### config.mk
export PLATFORM = sky130hd
export DESIGN_NAME = cwag_udiv_cell
export DESIGN_NICKNAME = d
export VERILOG_FILES = /design/src/cwag_pkg.sv /design/src/cwag_udiv_cell.sv
export SDC_FILE = /design/constraint.sdc
export NUM_CORES = 1
export LEC_CHECK = 0
export BUFFER_PORTS_ARGS = -buffer_cell sky130_fd_sc_hd__buf_2
export CORE_AREA = 2 2 516 518
export CTS_CLUSTER_SIZE = 14
export DETAILED_ROUTE_END_ITERATION = 16
export DIE_AREA = 0 0 518 520
export PLACE_DENSITY = 0.3
export SETUP_SLACK_MARGIN = 0.4
export SLEW_MARGIN = 20
export SYNTH_ARGS = -nofsm -noshare
export SYNTH_HDL_FRONTEND = slang
export SYNTH_SLANG_ARGS = --single-unit
### constraint.sdc
create_clock -name clk -period 3.1 [get_ports clk]
set_input_delay 0.155 -clock clk [delete_from_list [all_inputs] [get_ports clk]]
set_output_delay 0.155 -clock clk [all_outputs]
set_load 0.01 [all_outputs]
### src/cwag_pkg.sv
// Shared stage record and constants for the cylindrical warp address generator.
package cwag_pkg;

  // Configuration register indexes.
  typedef enum logic [1:0] {
    CFG_WIDTH  = 2'd0,
    CFG_HEIGHT = 2'd1,
    CFG_FOCAL  = 2'd2
  } cfg_idx_t;

  localparam int TAYLOR_TERMS = 6;

  // One record travels down the cell chain; each cell rewrites the fields it owns.
  typedef struct packed {
    logic              bad;      // angle out of range or zero focal length
    logic              neg;      // sign of the horizontal offset
    logic signed [12:0] dy;      // vertical offset from the center row
    logic [36:0]       urem;     // remainder of the angle division
    logic [16:0]       umag;     // |u| in Q1.17
    logic [29:0]       u2;       // u^2 in Q2.30
    logic [30:0]       smag;     // |current sine term|
    logic [30:0]       cmag;     // |current cosine term|
    logic [30:0]       sprod;    // sine term times u^2
    logic [30:0]       cprod;    // cosine term times u^2
    logic [30:0]       sq0;      // sine quotient estimate
    logic [30:0]       cq0;      // cosine quotient estimate
    logic signed [31:0] ssum;    // sine sum, Q2.30
    logic signed [31:0] csum;    // cosine sum, Q2.30
    logic [34:0]       sq_v;     // square root remainder
    logic [34:0]       sq_r;     // square root partial result
    logic [46:0]       trem;     // tangent division remainder
    logic [30:0]       tdiv;     // tangent divisor (cosine sum)
    logic [17:0]       tq;       // |tan| quotient, Q2.16
    logic              tneg;     // sign of tan
    logic [33:0]       srem;     // secant division remainder
    logic [17:0]       root;     // sqrt(1 - u^2), Q.17
    logic [17:0]       secq;     // secant quotient, Q2.16
    logic              ssat;     // secant saturates
    logic signed [39:0] px;      // focal times tan
    logic signed [31:0] py;      // dy times secant
  } stage_t;

endpackage

### src/cwag_udiv_cell.sv
// One restoring step of the angle division |u| = |dx| * 2^25 / focal.
module cwag_udiv_cell import cwag_pkg::*; #(
  parameter int BIT = 0
) (
  input  logic        clk,
  input  logic        rst_n,
  input  logic        en,
  input  logic        in_valid,
  input  stage_t      in_st,
  input  logic [19:0] focal,
  output logic        out_valid,
  output stage_t      out_st
);

  logic   valid_r;
  stage_t st_r, st_nxt;
  logic [36:0] fdiv;

  always_comb begin
    st_nxt = in_st;
    fdiv   = 37'(focal) << BIT;
    if (in_st.urem >= fdiv) begin
      st_nxt.urem      = in_st.urem - fdiv;
      st_nxt.umag[BIT] = 1'b1;
    end
  end

  always_ff @(posedge clk) begin
    if (!rst_n) begin
      valid_r <= 1'b0;
    end else if (en) begin
      valid_r <= in_valid;
    end
    if (en) begin
      st_r <= st_nxt;
    end
  end

  assign out_valid = valid_r;
  assign out_st    = st_r;

endmodule

==> impl_metrics.toml <==
[cts]
clkLatencyLatePin_ns = 0.80
htree_levels = 3
clk_path_buf_depth = 4
path_clk_slew_ns = 0.06
cts_tree = "built"
post_cts_buffers = 0
cts.sinks = 660
cts-root-buf = "clkbuf_16"
cts-buffers-inserted = 98

[grt]
met2_usage = 0.228
grt_pass1_wl_um = 248000
use_met3 = 0.111
grt_busiest_layer = "met2"
grt_pass1_vias = 21232
antenna_found_initial = 139
track_usage = 0.146
grt.overflow.total = 0
use_met1 = 0.155
grt_max_degree = 76

[timing]
finalClockSkew_ns = 0
relSlewSlack = 0.379
hold_viol_final = 0
hold_slack_ns = 0.0737
setup_tns_ns = 0
fmaxAchievable_ghz = 0.375
tightest_slew_ns = 0.920
slew_viol_final = 0
min_period_over_period = 0.859
setup_violations = 0
rsz0062_at_grt = "yes"
fin_crit_ns = 2.66

[routing]
drt_iter0_markers = 908
wl_per_cell_um = 29.4
postRouteWirelength_um = 203000
drc_errors = 0
drtAntennaViolNets = 0
firstDrtPassIters = 6
via_per_inst = 2.84
route.vias.total = 19661

[synth]
synth-adder-area-share = 0.0125
syn_area_sq_um = 21600
synthMuxAreaShare = 0.000463
synthXorXnorAreaFrac = 0.0142
synth_top_family_by_area = "simple AND/OR/NAND/NOR gates"
synth_compound_area_frac = 0.0230
syn-instance-count = 938
synth_nets = 1642
ys_seq_elements = 660
yosys.area_share.simple = 0.0262
yosys_warnings = 0
synth.distinct_cells = 48
syn_avg_cell_area_sq_um = 23.0
seq_area_frac_synth = 0.917
synth_edf_count = 659
synthArstFlopShare = 0
synth_top_flop_cell = "edfxtp_1"

[final_layout]
drive_gt1_frac = 0.455
fin_nets = 3995
area_growth_pct = 109
ff_latch_area_sq_um = 19800
multi_input_area_sq_um = 1670
final_cells = 6915
fill_cells = 29329

[die]
initial_core_util = 0.0818
num_rows = 189
core_sq_um = 264000
die_h_um = 520
dieArea_sq_um = 269000
die_w_um = 518
ioPinCount = 1343

[setup_path]
crit_path_max_incr_delay_ns = 0.57
crit_chain = "dlygate4sd3_1, buf_2, ha_1, nand4_1, o21bai_1, a211o_1, nand3_4, a21oi_2, buf_12, nand2_1, o21ai_1, dlygate4sd3_1"
crit_top_cell = "dlygate4sd3_1"
crit_type = "in -> reg"
worstSetupEndpointType = "flop"
cp.arrival_ns = 3.25
critPathSlowestCell = "dlygate4sd3_1"
cp_max_fo = 27
critPathLaunchType = "input pin"
required_ns = 3.69

[placement]
dp_hpwl_um = 174000
port-buffer-count = 1342
dp.cells = 5834
place_congestion = 0.912

[outcome]
status = "finished clean"

[pwr]
leakagePower_nw = 17.9
total_power_w = 0.0269
vdd_drop_max_mv = 0.401
power_density_nw_per_um2 = 595

[run]
drv_cap = 0

[min_path]
hold_path_class = "in -> reg"
==> worst paths after layout <==
path	from	end	slack [ns]	cells past startpoint
worst max-delay path	in_st[614]	out_st[617]	0.44	12
worst min-delay path	focal[5]	out_st[612]	0.07	5
worst min register to register	out_valid	out_valid	1.07	3
worst max register to register	out_valid	out_valid	1.94	3
==> per-layer routing <==
layer / part of all wire / wire [um] / up-vias
met5: 0.00024 / 48 / -
met1: 0.37 / 74400 / 9499
met4: 0.027 / 5470 / 8
met3: 0.17 / 34500 / 374
li1: - / - / 8449
met2: 0.44 / 88700 / 1331
==> worst max-delay path, delay by kind of cell <==
family / cells / cell delay, ns
adder cells (fa/ha/maj): 1 / 0.37
AND/OR/NAND/NOR: 3 / 0.46
buffers and inverters: 4 / 1.44
AO/OA/AOI/OAI: 4 / 0.78
==> cell usage after synthesis (2+ instances only) <==
library cell / count / area, sq um
o21bai_1: 2 / 15.0
nor4_1: 3 / 18.8
a211oi_1: 2 / 15.0
o21ai_0: 6 / 30.0
clkbuf_1: 5 / 18.8
buf_2: 5 / 25.0
ha_1: 20 / 250
nand3b_1: 2 / 15.0
nor3_1: 5 / 25.0
a21oi_2: 2 / 17.5
a211o_1: 2 / 17.5
nand2b_1: 3 / 18.8
a21oi_1: 23 / 115
xor2_1: 11 / 96.3
edfxtp_1: 659 / 19800
nand4_1: 6 / 37.5
nor2_1: 13 / 48.8
inv_1: 26 / 97.6
and3_1: 3 / 18.8
nand3_1: 10 / 50.1
o21a_1: 3 / 22.5
o21ai_1: 24 / 120
a211oi_4: 2 / 40.0
nor2b_1: 7 / 43.8
xnor2_1: 24 / 210
nand2_1: 45 / 169
o211ai_1: 3 / 22.5
a21o_1: 2 / 15.0
==> placed cells by master, fill, tap and decap left out, types with 6 or more instances in the layout <==
master / instances
buf_2: 1341
dlygate4sd3_1: 890
edfxtp_1: 659
clkbuf_16: 98
nand2_1: 45
inv_1: 26
o21ai_1: 24
xnor2_1: 24
buf_4: 23
a21oi_1: 22
ha_1: 20
diode_2: 18
clkinv_2: 16
clkbuf_1: 16
clkinv_1: 14
bufinv_16: 14
nor2_1: 13
xor2_1: 11
nand3_1: 10
nor2b_1: 7
buf_12: 7
nand4_1: 6
o21ai_0: 6
==> where the power goes <==
| part | internal, W | switching, W |
|---|---|---|
| Sequential | 0.0107 | 0.000261 |
| Clock | 0.00697 | 0.00480 |
| Combinational | 0.00169 | 0.00251 |
| Total | 0.0193 | 0.00757 |
==> through the flow <==
stage / area (sq um) / setup slack [ns] / utilization
after global routing: 45200 / 0.385 / 0.171
after detailed placement: 33000 / 0.243 / 0.125
after global placement: 33000 / 0.239 / 0.125
after floorplan: 21600 / 0.846 / -
after CTS: 45100 / 0.409 / 0.171
final: 45200 / 0.436 / 0.171
==> registers in the layout (all words and copies together), names as in the netlist <==
register	flops
out_st	659
out_valid	1
==> timing repair <==
action / in CTS / in global routing
gates resized for setup: 0 / 7
endpoints found under the setup margin: 0 / 13
hold buffers: 890 / 0
hold endpoints to repair: 683 / 0
==> logic make-up after synthesis <==
| kind of cell | after synthesis |
|---|---|
| DFF | 660 |
| and+or+nand+nor | 108 |
| AOI/OAI and AO/OA | 77 |
| buffers and inverters | 36 |
| xor gates and xnor gates | 35 |
| adders and majority gates | 21 |
| muxes | 1 |
==> cell type report <==
class | instances | share of cell area
Multi-Input combinational cell | 242 | 0.0368
Clock inverter | 59 | 0.0157
Timing Repair Buffer | 2263 | 0.353
Clock buffer | 114 | 0.0556
Sequential cell | 660 | 0.438
Tap cell | 3533 | 0.0978
Inverter | 26 | 0.00216
Antenna cell | 18 | 0.000996
(Power assumes the default switching activity.)
