### config.mk
export PLATFORM = sky130hd
export DESIGN_NAME = cwag_qdiv_cell
export DESIGN_NICKNAME = d
export VERILOG_FILES = /design/src/cwag_pkg.sv /design/src/cwag_qdiv_cell.sv
export SDC_FILE = /design/constraint.sdc
export NUM_CORES = 1
export LEC_CHECK = 0
export BUFFER_PORTS_ARGS = -buffer_cell sky130_fd_sc_hd__buf_2
export CORE_AREA = 2 2 515 517
export CTS_BUF_LIST = sky130_fd_sc_hd__clkbuf_16
export CTS_CLUSTER_DIAMETER = 100
export DETAILED_ROUTE_END_ITERATION = 8
export DIE_AREA = 0 0 517 519
export PLACE_DENSITY_LB_ADDON = 0.05
export RECOVER_POWER = 50
export SLEW_MARGIN = 10
export SYNTH_ARGS = -nofsm -noshare
export SYNTH_HDL_FRONTEND = slang
export SYNTH_SLANG_ARGS = --single-unit
export TNS_END_PERCENT = 30
### constraint.sdc
create_clock -name clk -period 3.43 [get_ports clk]
set_input_delay 0.686 -clock clk [delete_from_list [all_inputs] [get_ports clk]]
set_output_delay 0.686 -clock clk [all_outputs]
set_load 0.01 [all_outputs]
### src/cwag_pkg.sv
// Shared stage record and constants for the cylindrical warp address generator.
package cwag_pkg;

  // Configuration register indexes.
  typedef enum logic [1:0] {
    CFG_WIDTH  = 2'd0,
    CFG_HEIGHT = 2'd1,
    CFG_FOCAL  = 2'd2
  } cfg_idx_t;

  localparam int TAYLOR_TERMS = 6;

  // One record travels down the cell chain; each cell rewrites the fields it owns.
  typedef struct packed {
    logic              bad;      // angle out of range or zero focal length
    logic              neg;      // sign of the horizontal offset
    logic signed [12:0] dy;      // vertical offset from the center row
    logic [36:0]       urem;     // remainder of the angle division
    logic [16:0]       umag;     // |u| in Q1.17
    logic [29:0]       u2;       // u^2 in Q2.30
    logic [30:0]       smag;     // |current sine term|
    logic [30:0]       cmag;     // |current cosine term|
    logic [30:0]       sprod;    // sine term times u^2
    logic [30:0]       cprod;    // cosine term times u^2
    logic [30:0]       sq0;      // sine quotient estimate
    logic [30:0]       cq0;      // cosine quotient estimate
    logic signed [31:0] ssum;    // sine sum, Q2.30
    logic signed [31:0] csum;    // cosine sum, Q2.30
    logic [34:0]       sq_v;     // square root remainder
    logic [34:0]       sq_r;     // square root partial result
    logic [46:0]       trem;     // tangent division remainder
    logic [30:0]       tdiv;     // tangent divisor (cosine sum)
    logic [17:0]       tq;       // |tan| quotient, Q2.16
    logic              tneg;     // sign of tan
    logic [33:0]       srem;     // secant division remainder
    logic [17:0]       root;     // sqrt(1 - u^2), Q.17
    logic [17:0]       secq;     // secant quotient, Q2.16
    logic              ssat;     // secant saturates
    logic signed [39:0] px;      // focal times tan
    logic signed [31:0] py;      // dy times secant
  } stage_t;

endpackage

### src/cwag_qdiv_cell.sv
// One restoring step of both the tangent and the secant divisions.
module cwag_qdiv_cell import cwag_pkg::*; #(
  parameter int BIT = 0
) (
  input  logic   clk,
  input  logic   rst_n,
  input  logic   en,
  input  logic   in_valid,
  input  stage_t in_st,
  output logic   out_valid,
  output stage_t out_st
);

  logic   valid_r;
  stage_t st_r, st_nxt;
  logic [47:0] tdivs;
  logic [34:0] sdivs;

  always_comb begin
    st_nxt = in_st;
    tdivs  = 48'(in_st.tdiv) << BIT;
    sdivs  = 35'(in_st.root) << BIT;
    if (48'(in_st.trem) >= tdivs) begin
      st_nxt.trem    = in_st.trem - tdivs[46:0];
      st_nxt.tq[BIT] = 1'b1;
    end
    if (35'(in_st.srem) >= sdivs) begin
      st_nxt.srem      = in_st.srem - sdivs[33:0];
      st_nxt.secq[BIT] = 1'b1;
    end
  end

  always_ff @(posedge clk) begin
    if (!rst_n) begin
      valid_r <= 1'b0;
    end else if (en) begin
      valid_r <= in_valid;
    end
    if (en) begin
      st_r <= st_nxt;
    end
  end

  assign out_valid = valid_r;
  assign out_st    = st_r;

endmodule

==> impl_metrics.ini <==
[outcome]
status = finished, violations left
violations = capacitance limit, slew limit

[worst_setup_path]
crit_type = in2reg
worst_setup_path_end_kind = flop
start_kind = primary input
worstPathMaxFanout = 4
slowest_stage = a2111oi_1
arrival_ps = 3700
cp.required_ps = 3840
crit_top_cell = buf_4
max_stage_delay_ps = 490
cp_cell_sequence = clkbuf_1 -> inv_1 -> ha_1 -> nand2_1 -> nor2_1 -> o31ai_1 -> buf_4 -> buf_4 -> a2111oi_1 -> a211oi_1 -> buf_4 -> o31a_1 -> o21bai_1 -> xor2_1 -> mux2_1

[yosys]
synth_edf_count = 659
synth_cell_types = 63
syn_nets = 2004
synth_seq_cells = 660
synth_area_per_cell_um2 = 18.5
synth.cell_area_um2 = 23900
ys_seq_area_frac = 0.829
async_flop_share = 0
ys_warn_count = 0
synthFlopType = edfxtp_1
syn_inst = 1290

[drt]
drt_pass1_iterations = 5
ant_nets = 0
drc = 0
wl_per_cell_um = 23.4
drtIter0Drc = 1004
viasPerCell = 2.88
num_vias = 19300
wirelength_um = 157000

[power]
pwr-share-clk = 0.432
combPwrFrac = 0.140
p_per_area_nw_per_um2 = 563
irDropWorstVdd_v = 0.000387
p_sw_frac = 0.278
seqPwrFrac = 0.428
power_switching_uw = 6440
p_leak_uw = 0.0166
finalPower_uw = 23100
internal-power_uw = 16700

[global_route]
track_usage = 0.112
grt_overflow = 0
grt_pass1_vias = 21100
antenna_found_initial = 164
grt_max_degree = 69
grt_pass1_wl_um = 200000

[placement]
pre_cts_ws_ps = -911
gp_congestion = 0.800
hpwl_um = 131000
port_buffers = 1322
placed_cells = 6382

[die]
start_util = 0.0907
rows = 189
die_w_um = 517
coreArea_um2 = 263000
die_h_um = 519
io_pins = 1323
die_area_um2 = 268000

[clock_tree]
clk_latency_ps = 710
cts_max_level = 3
clockBufferDepth = 3
numClockSinks = 660
postCtsSetupRepairBufs = 0
cts_root_buf = clkbuf_16
cts_tree = done
cts_buffers = 99
clkSlewWorstSetupHoldPaths_ps = 60

[sta]
timing.final.ws_setup_ps = 145
slew_violations = 44
tns_ps = 0
hold_viol = 0
post-route-period-util = 0.958
finalCriticalPeriod_ps = 3290
clock_skew_ps = 0
tightest_slew_ps = 2890
setup_violations = 0
grt_setup_unrepaired = false
max_freq_mhz = 304
slew_headroom = -0.928

[finish]
drive_gt1_frac = 0.523
n_fill_cell = 29600
final_nets = 3774
layout_common_cells = buf_2, edfxtp_1, buf_4
final_cells = 6714
final_common_cell = buf_2
utilization = 0.156
areaGrowthSynthToFinish_pct = 72.1

[run]
max_cap_violations = 1

[min_path]
hp-class = in2reg
==> worst max-delay path: cells and delay by family <==
| kind | cells | cell delay [ps] |
|---|---|---|
| mux | 1 | 290 |
| compound gates | 5 | 1170 |
| buf+inv | 5 | 820 |
| fa+ha+maj | 1 | 380 |
| xor+xnor | 1 | 90 |
| simple gates | 2 | 260 |
==> path summary, 6_finish.rpt <==
kind,startpoint,to,slack (ps),cells after the start
max reg2reg,out_valid$_SDFFE_PN0P_,out_valid$_SDFFE_PN0P_,2850,2
max,in_st[166],out_st[223]$_DFFE_PP_,140,15
min,in_st[250],out_st[250]$_DFFE_PP_,110,1
min reg2reg,out_valid$_SDFFE_PN0P_,out_valid$_SDFFE_PN0P_,520,2
==> per-layer routing <==
layer | wire length, um | track usage | vias up
met1 | 50700 | 0.104 | 9204
met2 | 82900 | 0.210 | 1067
met5 | 732 | 0 | -
li1 | - | - | 8607
met4 | 3570 | 0.0262 | 126
met3 | 19000 | 0.0604 | 311
==> stage by stage <==
stage	cell area (um^2)	hold WS [ps]
after global routing	41000	27.9
after detailed placement	37000	522
after CTS	41300	0.170
final	41100	112
after global placement	37000	529
after floorplan	23900	538
==> synthesized netlist by cell type (all sizes together), types with 2 or more instances <==
cell type | n | area, um^2
or4 | 4 | 37.5
nor2b | 3 | 18.8
buf | 3 | 17.5
a21boi | 3 | 22.5
o31a | 3 | 26.3
o21bai | 7 | 52.6
nand4 | 14 | 87.6
a21o | 24 | 180
a211oi | 5 | 37.5
nor4 | 8 | 65.1
nand3 | 21 | 105
inv | 65 | 244
xnor2 | 44 | 385
nand2b | 11 | 68.8
o31ai | 4 | 30.0
or3 | 7 | 43.8
a2111oi | 2 | 17.5
or2 | 4 | 25.0
ha | 49 | 613
nand2 | 55 | 206
nor3 | 22 | 115
and3 | 5 | 31.3
nand3b | 3 | 22.5
o21ai | 33 | 165
a31oi | 7 | 43.8
a221o | 4 | 40.0
nor2 | 57 | 214
o211ai | 6 | 45.0
fa | 2 | 40.0
clkbuf | 22 | 82.6
edfxtp | 659 | 19800
a21oi | 57 | 289
xor2 | 27 | 236
a211o | 2 | 17.5
nand4b | 2 | 17.5
o21a | 10 | 75.1
mux2 | 16 | 180
==> sequential cells by signal, summed over array words and instances, names as in the netlist <==
| signal | flops |
|---|---|
| out_st | 659 |
| out_valid | 1 |
==> repair_timing <==
action	CTS	global route
endpoints found under the setup margin	8	3
endpoints found under the hold margin	110	0
resized for setup	1	2
hold buffers	110	0
==> kinds of logic (layout without fill, tap and decap cells) <==
kind of cell / count (synthesis) / in the layout / share of synthesized area
AOI/OAI and AO/OA: 180 / 180 / 0.0487
xor gates and xnor gates: 71 / 71 / 0.0260
adders and majority gates: 51 / 51 / 0.0273
buffers and inverters: 90 / 1944 / 0.0144
DFF: 660 / 660 / 0.829
muxes: 17 / 17 / 0.00796
other: 0 / 37 / 0
and+or+nand+nor: 221 / 221 / 0.0462
==> power groups by stage <==
stage	Combinational (uW)	Sequential (uW)	Clock [uW]
2_1_floorplan	538	10400	0
3_3_place_gp	3370	10100	0
3_5_place_dp	3330	10100	0
4_1_cts	3460	9920	10600
5_1_grt	3540	9970	10800
6_report	3230	9890	10000
==> layout make-up <==
class                           instances  area (um^2)  share of cell area
Antenna cell                           37         92.6             0.00225
Clock buffer                          100         2500              0.0609
Clock inverter                         85          653              0.0159
Inverter                               65          244             0.00594
Multi-Input combinational cell        540         3740              0.0910
Sequential cell                       660        19800               0.482
Tap cell                             3533         4420               0.108
Timing Repair Buffer                 1694         9640               0.235
(Power assumes the default switching activity.)
