**config.mk**
```make
export PLATFORM = sky130hd
export DESIGN_NAME = cwag_series_cell
export DESIGN_NICKNAME = d
export VERILOG_FILES = /design/src/cwag_pkg.sv /design/src/cwag_series_cell.sv
export SDC_FILE = /design/constraint.sdc
export NUM_CORES = 2
export LEC_CHECK = 0
export ABC_AREA = 0
export BUFFER_PORTS_ARGS = -buffer_cell sky130_fd_sc_hd__buf_2
export CAP_MARGIN = 40
export CORE_AREA = 2 2 512 514
export CTS_CLUSTER_DIAMETER = 50
export DETAILED_ROUTE_END_ITERATION = 10
export DIE_AREA = 0 0 514 516
export GPL_ROUTABILITY_DRIVEN = 0
export GPL_TIMING_DRIVEN = 0
export PLACE_DENSITY = 0.49
export SYNTH_ARGS = -nofsm -noshare
export SYNTH_HDL_FRONTEND = slang
export SYNTH_SLANG_ARGS = --single-unit
export TNS_END_PERCENT = 30
```
**constraint.sdc**
```tcl
create_clock -name clk -period 16.09 [get_ports clk]
set_input_delay 3.218 -clock clk [delete_from_list [all_inputs] [get_ports clk]]
set_output_delay 3.218 -clock clk [all_outputs]
set_load 0.01 [all_outputs]
```
**src/cwag_pkg.sv**
```systemverilog
// Shared stage record and constants for the cylindrical warp address generator.
package cwag_pkg;

  // Configuration register indexes.
  typedef enum logic [1:0] {
    CFG_WIDTH  = 2'd0,
    CFG_HEIGHT = 2'd1,
    CFG_FOCAL  = 2'd2
  } cfg_idx_t;

  localparam int TAYLOR_TERMS = 6;

  // One record travels down the cell chain; each cell rewrites the fields it owns.
  typedef struct packed {
    logic              bad;      // angle out of range or zero focal length
    logic              neg;      // sign of the horizontal offset
    logic signed [12:0] dy;      // vertical offset from the center row
    logic [36:0]       urem;     // remainder of the angle division
    logic [16:0]       umag;     // |u| in Q1.17
    logic [29:0]       u2;       // u^2 in Q2.30
    logic [30:0]       smag;     // |current sine term|
    logic [30:0]       cmag;     // |current cosine term|
    logic [30:0]       sprod;    // sine term times u^2
    logic [30:0]       cprod;    // cosine term times u^2
    logic [30:0]       sq0;      // sine quotient estimate
    logic [30:0]       cq0;      // cosine quotient estimate
    logic signed [31:0] ssum;    // sine sum, Q2.30
    logic signed [31:0] csum;    // cosine sum, Q2.30
    logic [34:0]       sq_v;     // square root remainder
    logic [34:0]       sq_r;     // square root partial result
    logic [46:0]       trem;     // tangent division remainder
    logic [30:0]       tdiv;     // tangent divisor (cosine sum)
    logic [17:0]       tq;       // |tan| quotient, Q2.16
    logic              tneg;     // sign of tan
    logic [33:0]       srem;     // secant division remainder
    logic [17:0]       root;     // sqrt(1 - u^2), Q.17
    logic [17:0]       secq;     // secant quotient, Q2.16
    logic              ssat;     // secant saturates
    logic signed [39:0] px;      // focal times tan
    logic signed [31:0] py;      // dy times secant
  } stage_t;

endpackage

```
**src/cwag_series_cell.sv**
```systemverilog
// One phase of a Taylor term for sin and cos, plus one step of the square root.
module cwag_series_cell import cwag_pkg::*; #(
  parameter int TERM  = 1,
  parameter int PHASE = 0,
  parameter int SQB   = 0
) (
  input  logic   clk,
  input  logic   rst_n,
  input  logic   en,
  input  logic   in_valid,
  input  stage_t in_st,
  output logic   out_valid,
  output stage_t out_st
);

  localparam int          DS = 2 * TERM * (2 * TERM + 1);
  localparam int          DC = (2 * TERM - 1) * 2 * TERM;
  localparam logic [31:0] MS = 32'((64'd1 << 32) / DS);
  localparam logic [31:0] MC = 32'((64'd1 << 32) / DC);
  localparam logic        ODD = 1'((TERM % 2) == 1);

  logic   valid_r;
  stage_t st_r, st_nxt;
  logic [60:0] ps, pc;
  logic [62:0] ms, mc;
  logic [38:0] qds, qdc, rs, rc;
  logic [30:0] qs, qc;
  logic [34:0] bitv;
  logic [35:0] trial;

  always_comb begin
    st_nxt = in_st;
    ps     = 61'(in_st.smag) * 61'(in_st.u2);
    pc     = 61'(in_st.cmag) * 61'(in_st.u2);
    ms     = 63'(in_st.sprod) * 63'(MS);
    mc     = 63'(in_st.cprod) * 63'(MC);
    qds    = 39'(in_st.sq0) * 39'(DS);
    qdc    = 39'(in_st.cq0) * 39'(DC);
    rs     = 39'(in_st.sprod) - qds;
    rc     = 39'(in_st.cprod) - qdc;
    qs     = (rs >= 39'(DS)) ? in_st.sq0 + 31'd1 : in_st.sq0;
    qc     = (rc >= 39'(DC)) ? in_st.cq0 + 31'd1 : in_st.cq0;
    if (PHASE == 0) begin
      st_nxt.sprod = ps[60:30];
      st_nxt.cprod = pc[60:30];
    end else if (PHASE == 1) begin
      // Reciprocal estimate, low by at most one.
      st_nxt.sq0 = ms[62:32];
      st_nxt.cq0 = mc[62:32];
    end else begin
      st_nxt.smag = qs;
      st_nxt.cmag = qc;
      st_nxt.ssum = (in_st.neg ^ ODD) ? in_st.ssum - $signed({1'b0, qs})
                                      : in_st.ssum + $signed({1'b0, qs});
      st_nxt.csum = ODD ? in_st.csum - $signed({1'b0, qc})
                        : in_st.csum + $signed({1'b0, qc});
    end
    // Digit-by-digit integer square root step.
    bitv  = 35'(1) << SQB;
    trial = 36'(in_st.sq_r) + 36'(bitv);
    if (36'(in_st.sq_v) >= trial) begin
      st_nxt.sq_v = in_st.sq_v - trial[34:0];
      st_nxt.sq_r = (in_st.sq_r >> 1) + bitv;
    end else begin
      st_nxt.sq_r = in_st.sq_r >> 1;
    end
  end

  always_ff @(posedge clk) begin
    if (!rst_n) begin
      valid_r <= 1'b0;
    end else if (en) begin
      valid_r <= in_valid;
    end
    if (en) begin
      st_r <= st_nxt;
    end
  end

  assign out_valid = valid_r;
  assign out_st    = st_r;

endmodule

```
==> metrics.md <==
| Metric | Value |
|---|---|
| Max Root-Sink Buffers | `4` |
| Crit path DAT | `13.30 ns` |
| Die area | `around 270000 um^2` |
| Synth Net Count | `10600` |
| Drt wl/cell | `around 33 um` |
| CTS tree | `yes` |
| Clock Tree Root | `clkbuf_16` |
| Setup TNS | `0 ns` |
| Post-Synthesis Cells | `7785` |
| Crit path kind | `input pin to flip-flop` |
| Primary FF master, synth | `edfxtp_1` |
| HPWL reported at the end of detailed placement | `368000 um` |
| Remaining antenna violation count | `0` |
| Startpoint types | `input pin` |
| Most frequent CP cell | `fa_1` |
| Final min period | `approximately 13 ns` |
| Nets | `12100` |
| Cell row count | `187` |
| Synth top area share | `0.391` |
| Hold-fix buffers at CTS | `0` |
| Fin crit share | `0.787` |
| Crit. End Element | `flip-flop` |
| Slew headroom | `0.325` |
| Register bit total from synthesis | `between 600 and 700` |
| Largest net degree at the start of global routing | `123` |
| Multi-input gate area | `54800 um^2` |
| Die H | `516 um` |
| Synthesized area | `82600 um^2` |
| Commonest non-fill, non-tap cells in the layout | `1700 x inv_1, 1615 x fa_1, 1264 x buf_2` |
| Num ports | `approximately 1300` |
| Final setup fails | `0` |
| Most common cell after layout, fill and taps aside | `inv_1` |
| Clock Sinks | `660` |
| Starting DRT DRC Count | `6669` |
| Worst slew pin tran | `approximately 1.0 ns` |
| Placed Area | `roughly 95000 um^2` |
| Fraction of layout cells with a size suffix above 1 | `0.176` |
| Worst path max stage delay | `0.71 ns` |
| Area grow syn2layout | `20.2%` |
| Clk Latency, worst-skew pair | `0.78 ns` |
| Number of fill cells | `26100` |
| Most area-hungry cell type in the Yosys netlist | `fa_1` |
| Register Area | `19800 um^2` |
| CTS H-Tree Depth | `3` |
| Initial antenna violation count | `around 200` |
| Hold crit path type | `flip-flop to flip-flop` |
| Total CTS buffers | `111` |
| Post-CTS Setup Bufs | `0` |
| RSZ-0062 raised after global routing | `false` |
| Chip width | `514 um` |
| Clk slew on worst S/H paths | `0.05 ns` |
| Via count | `roughly 66000` |
| Global Route Usage Sum | `0.318` |
| Clk_skew | `0 ns` |
| Max-slew violations | `0` |
| Worst Path Required | `16.73 ns` |
| Resized Gates After CTS | `0` |
| Number of synthesized flops with an enable pin | `659` |
| Status | `finished clean` |
| Yosys Warn Count | `0` |
| Max Cap Viol | `0` |
| Post-synth ARST share | `0` |
| Initial core utilization | `0.319` |
| Final wirelength | `around 430000 um` |
| Register area share after synthesis | `0.240` |
| Global-route wire length before repair | `571000 um` |
| Port bufs | `1252` |
| Top post-synthesis cells by area | `fa_1 39%, edfxtp_1 24%, and2_1 8.4%, ha_1 8.0%, inv_1 7.7%` |
| Post-layout instance area | `99300 um^2` |
| Core Area | `259000 um^2` |
| Vias in the first global route | `68400` |
| Hold Fails Final Rpt | `0` |
| Count of different cell masters after synthesis | `72` |
| 1st-pass router iterations | `6` |
| CP Max Fanout | `10` |
| Syn_area_per_cell | `10.6 um^2` |
| Slowest CP cell | `clkbuf_1` |
| Post-route DRC | `0` |
| Fmax | `79.0 MHz` |
| GRT Residual Overflow | `0` |
| Vias per cell | `5.12` |
## through the flow
step | utilization | hold slack [ns] | std cells | setup slack (ns)
detailed placement | 0.368 | 0.505 | 12600 | 2.53
CTS | 0.382 | 0.515 | 12800 | 3.34
floorplan | - | 0.538 | 7785 | 5.73
global route | 0.382 | 0.544 | 12800 | 3.20
global placement | 0.359 | 0.490 | 12400 | 0.362
finish | 0.383 | 0.510 | 12900 | 3.43
## logic make-up after synthesis
family | after synthesis | share of synthesized area
simple gates | 2296 | 0.145
fa+ha+maj | 2144 | 0.471
buf+inv | 2123 | 0.0966
flops | 660 | 0.240
compound gates | 393 | 0.0295
xor+xnor | 164 | 0.0174
mux | 5 | 0.000651
## flip-flops by register name, summed over array words and instances, names as in the netlist
name       cells
out_st       659
out_valid      1
## per-layer routing
metal	GRT usage	up-vias	wire length [um]
met5	0.00775	-	941
met1	0.407	34700	166000
met4	0.153	100	24400
li1	-	26600	-
met2	0.486	3814	188000
met3	0.102	845	47800
## critical path, delay by kind of cell
family,cells,cell delay [ns]
AO/OA/AOI/OAI,5,2.17
adder cells (fa/ha/maj),9,4.42
buffers and inverters,8,1.80
AND/OR/NAND/NOR,6,1.66
## worst paths after layout
path | startpoint | endpoint | slack (ns) | cells past startpoint
setup / recovery | in_st[568] | out_st[460]$_DFFE_PP_ | 3.43 | 28
hold / removal | out_valid$_SDFFE_PN0P_ | out_valid$_SDFFE_PN0P_ | 0.51 | 2
setup reg to reg | out_valid$_SDFFE_PN0P_ | out_valid$_SDFFE_PN0P_ | 15.50 | 2
hold reg to reg | out_valid$_SDFFE_PN0P_ | out_valid$_SDFFE_PN0P_ | 0.51 | 2
## cell type report
| class | count | share of cell area |
|---|---|---|
| Multi-Input combinational cell | 5002 | 0.552 |
| Sequential cell | 660 | 0.199 |
| Timing Repair Buffer | 1440 | 0.0866 |
| Inverter | 1700 | 0.0643 |
| Tap cell | 3402 | 0.0429 |
| Clock buffer | 124 | 0.0285 |
| Buffer | 423 | 0.0162 |
| Clock inverter | 74 | 0.00762 |
| Antenna cell | 100 | 0.00252 |
## cell usage after synthesis, drive strengths merged (18+ instances only)
master  instances
xor2           69
and3           18
nor3           32
nand2         876
xnor2          95
a21o           53
nand4          38
nor2           84
nand3          55
nor2b          20
clkbuf        414
a21oi         133
inv          1700
edfxtp        659
fa           1615
o21ai          98
o21bai         24
and2         1107
ha            529
Power is not shown: default switching activity piles up to over one toggle a cycle in this logic, so the estimate is an artifact.
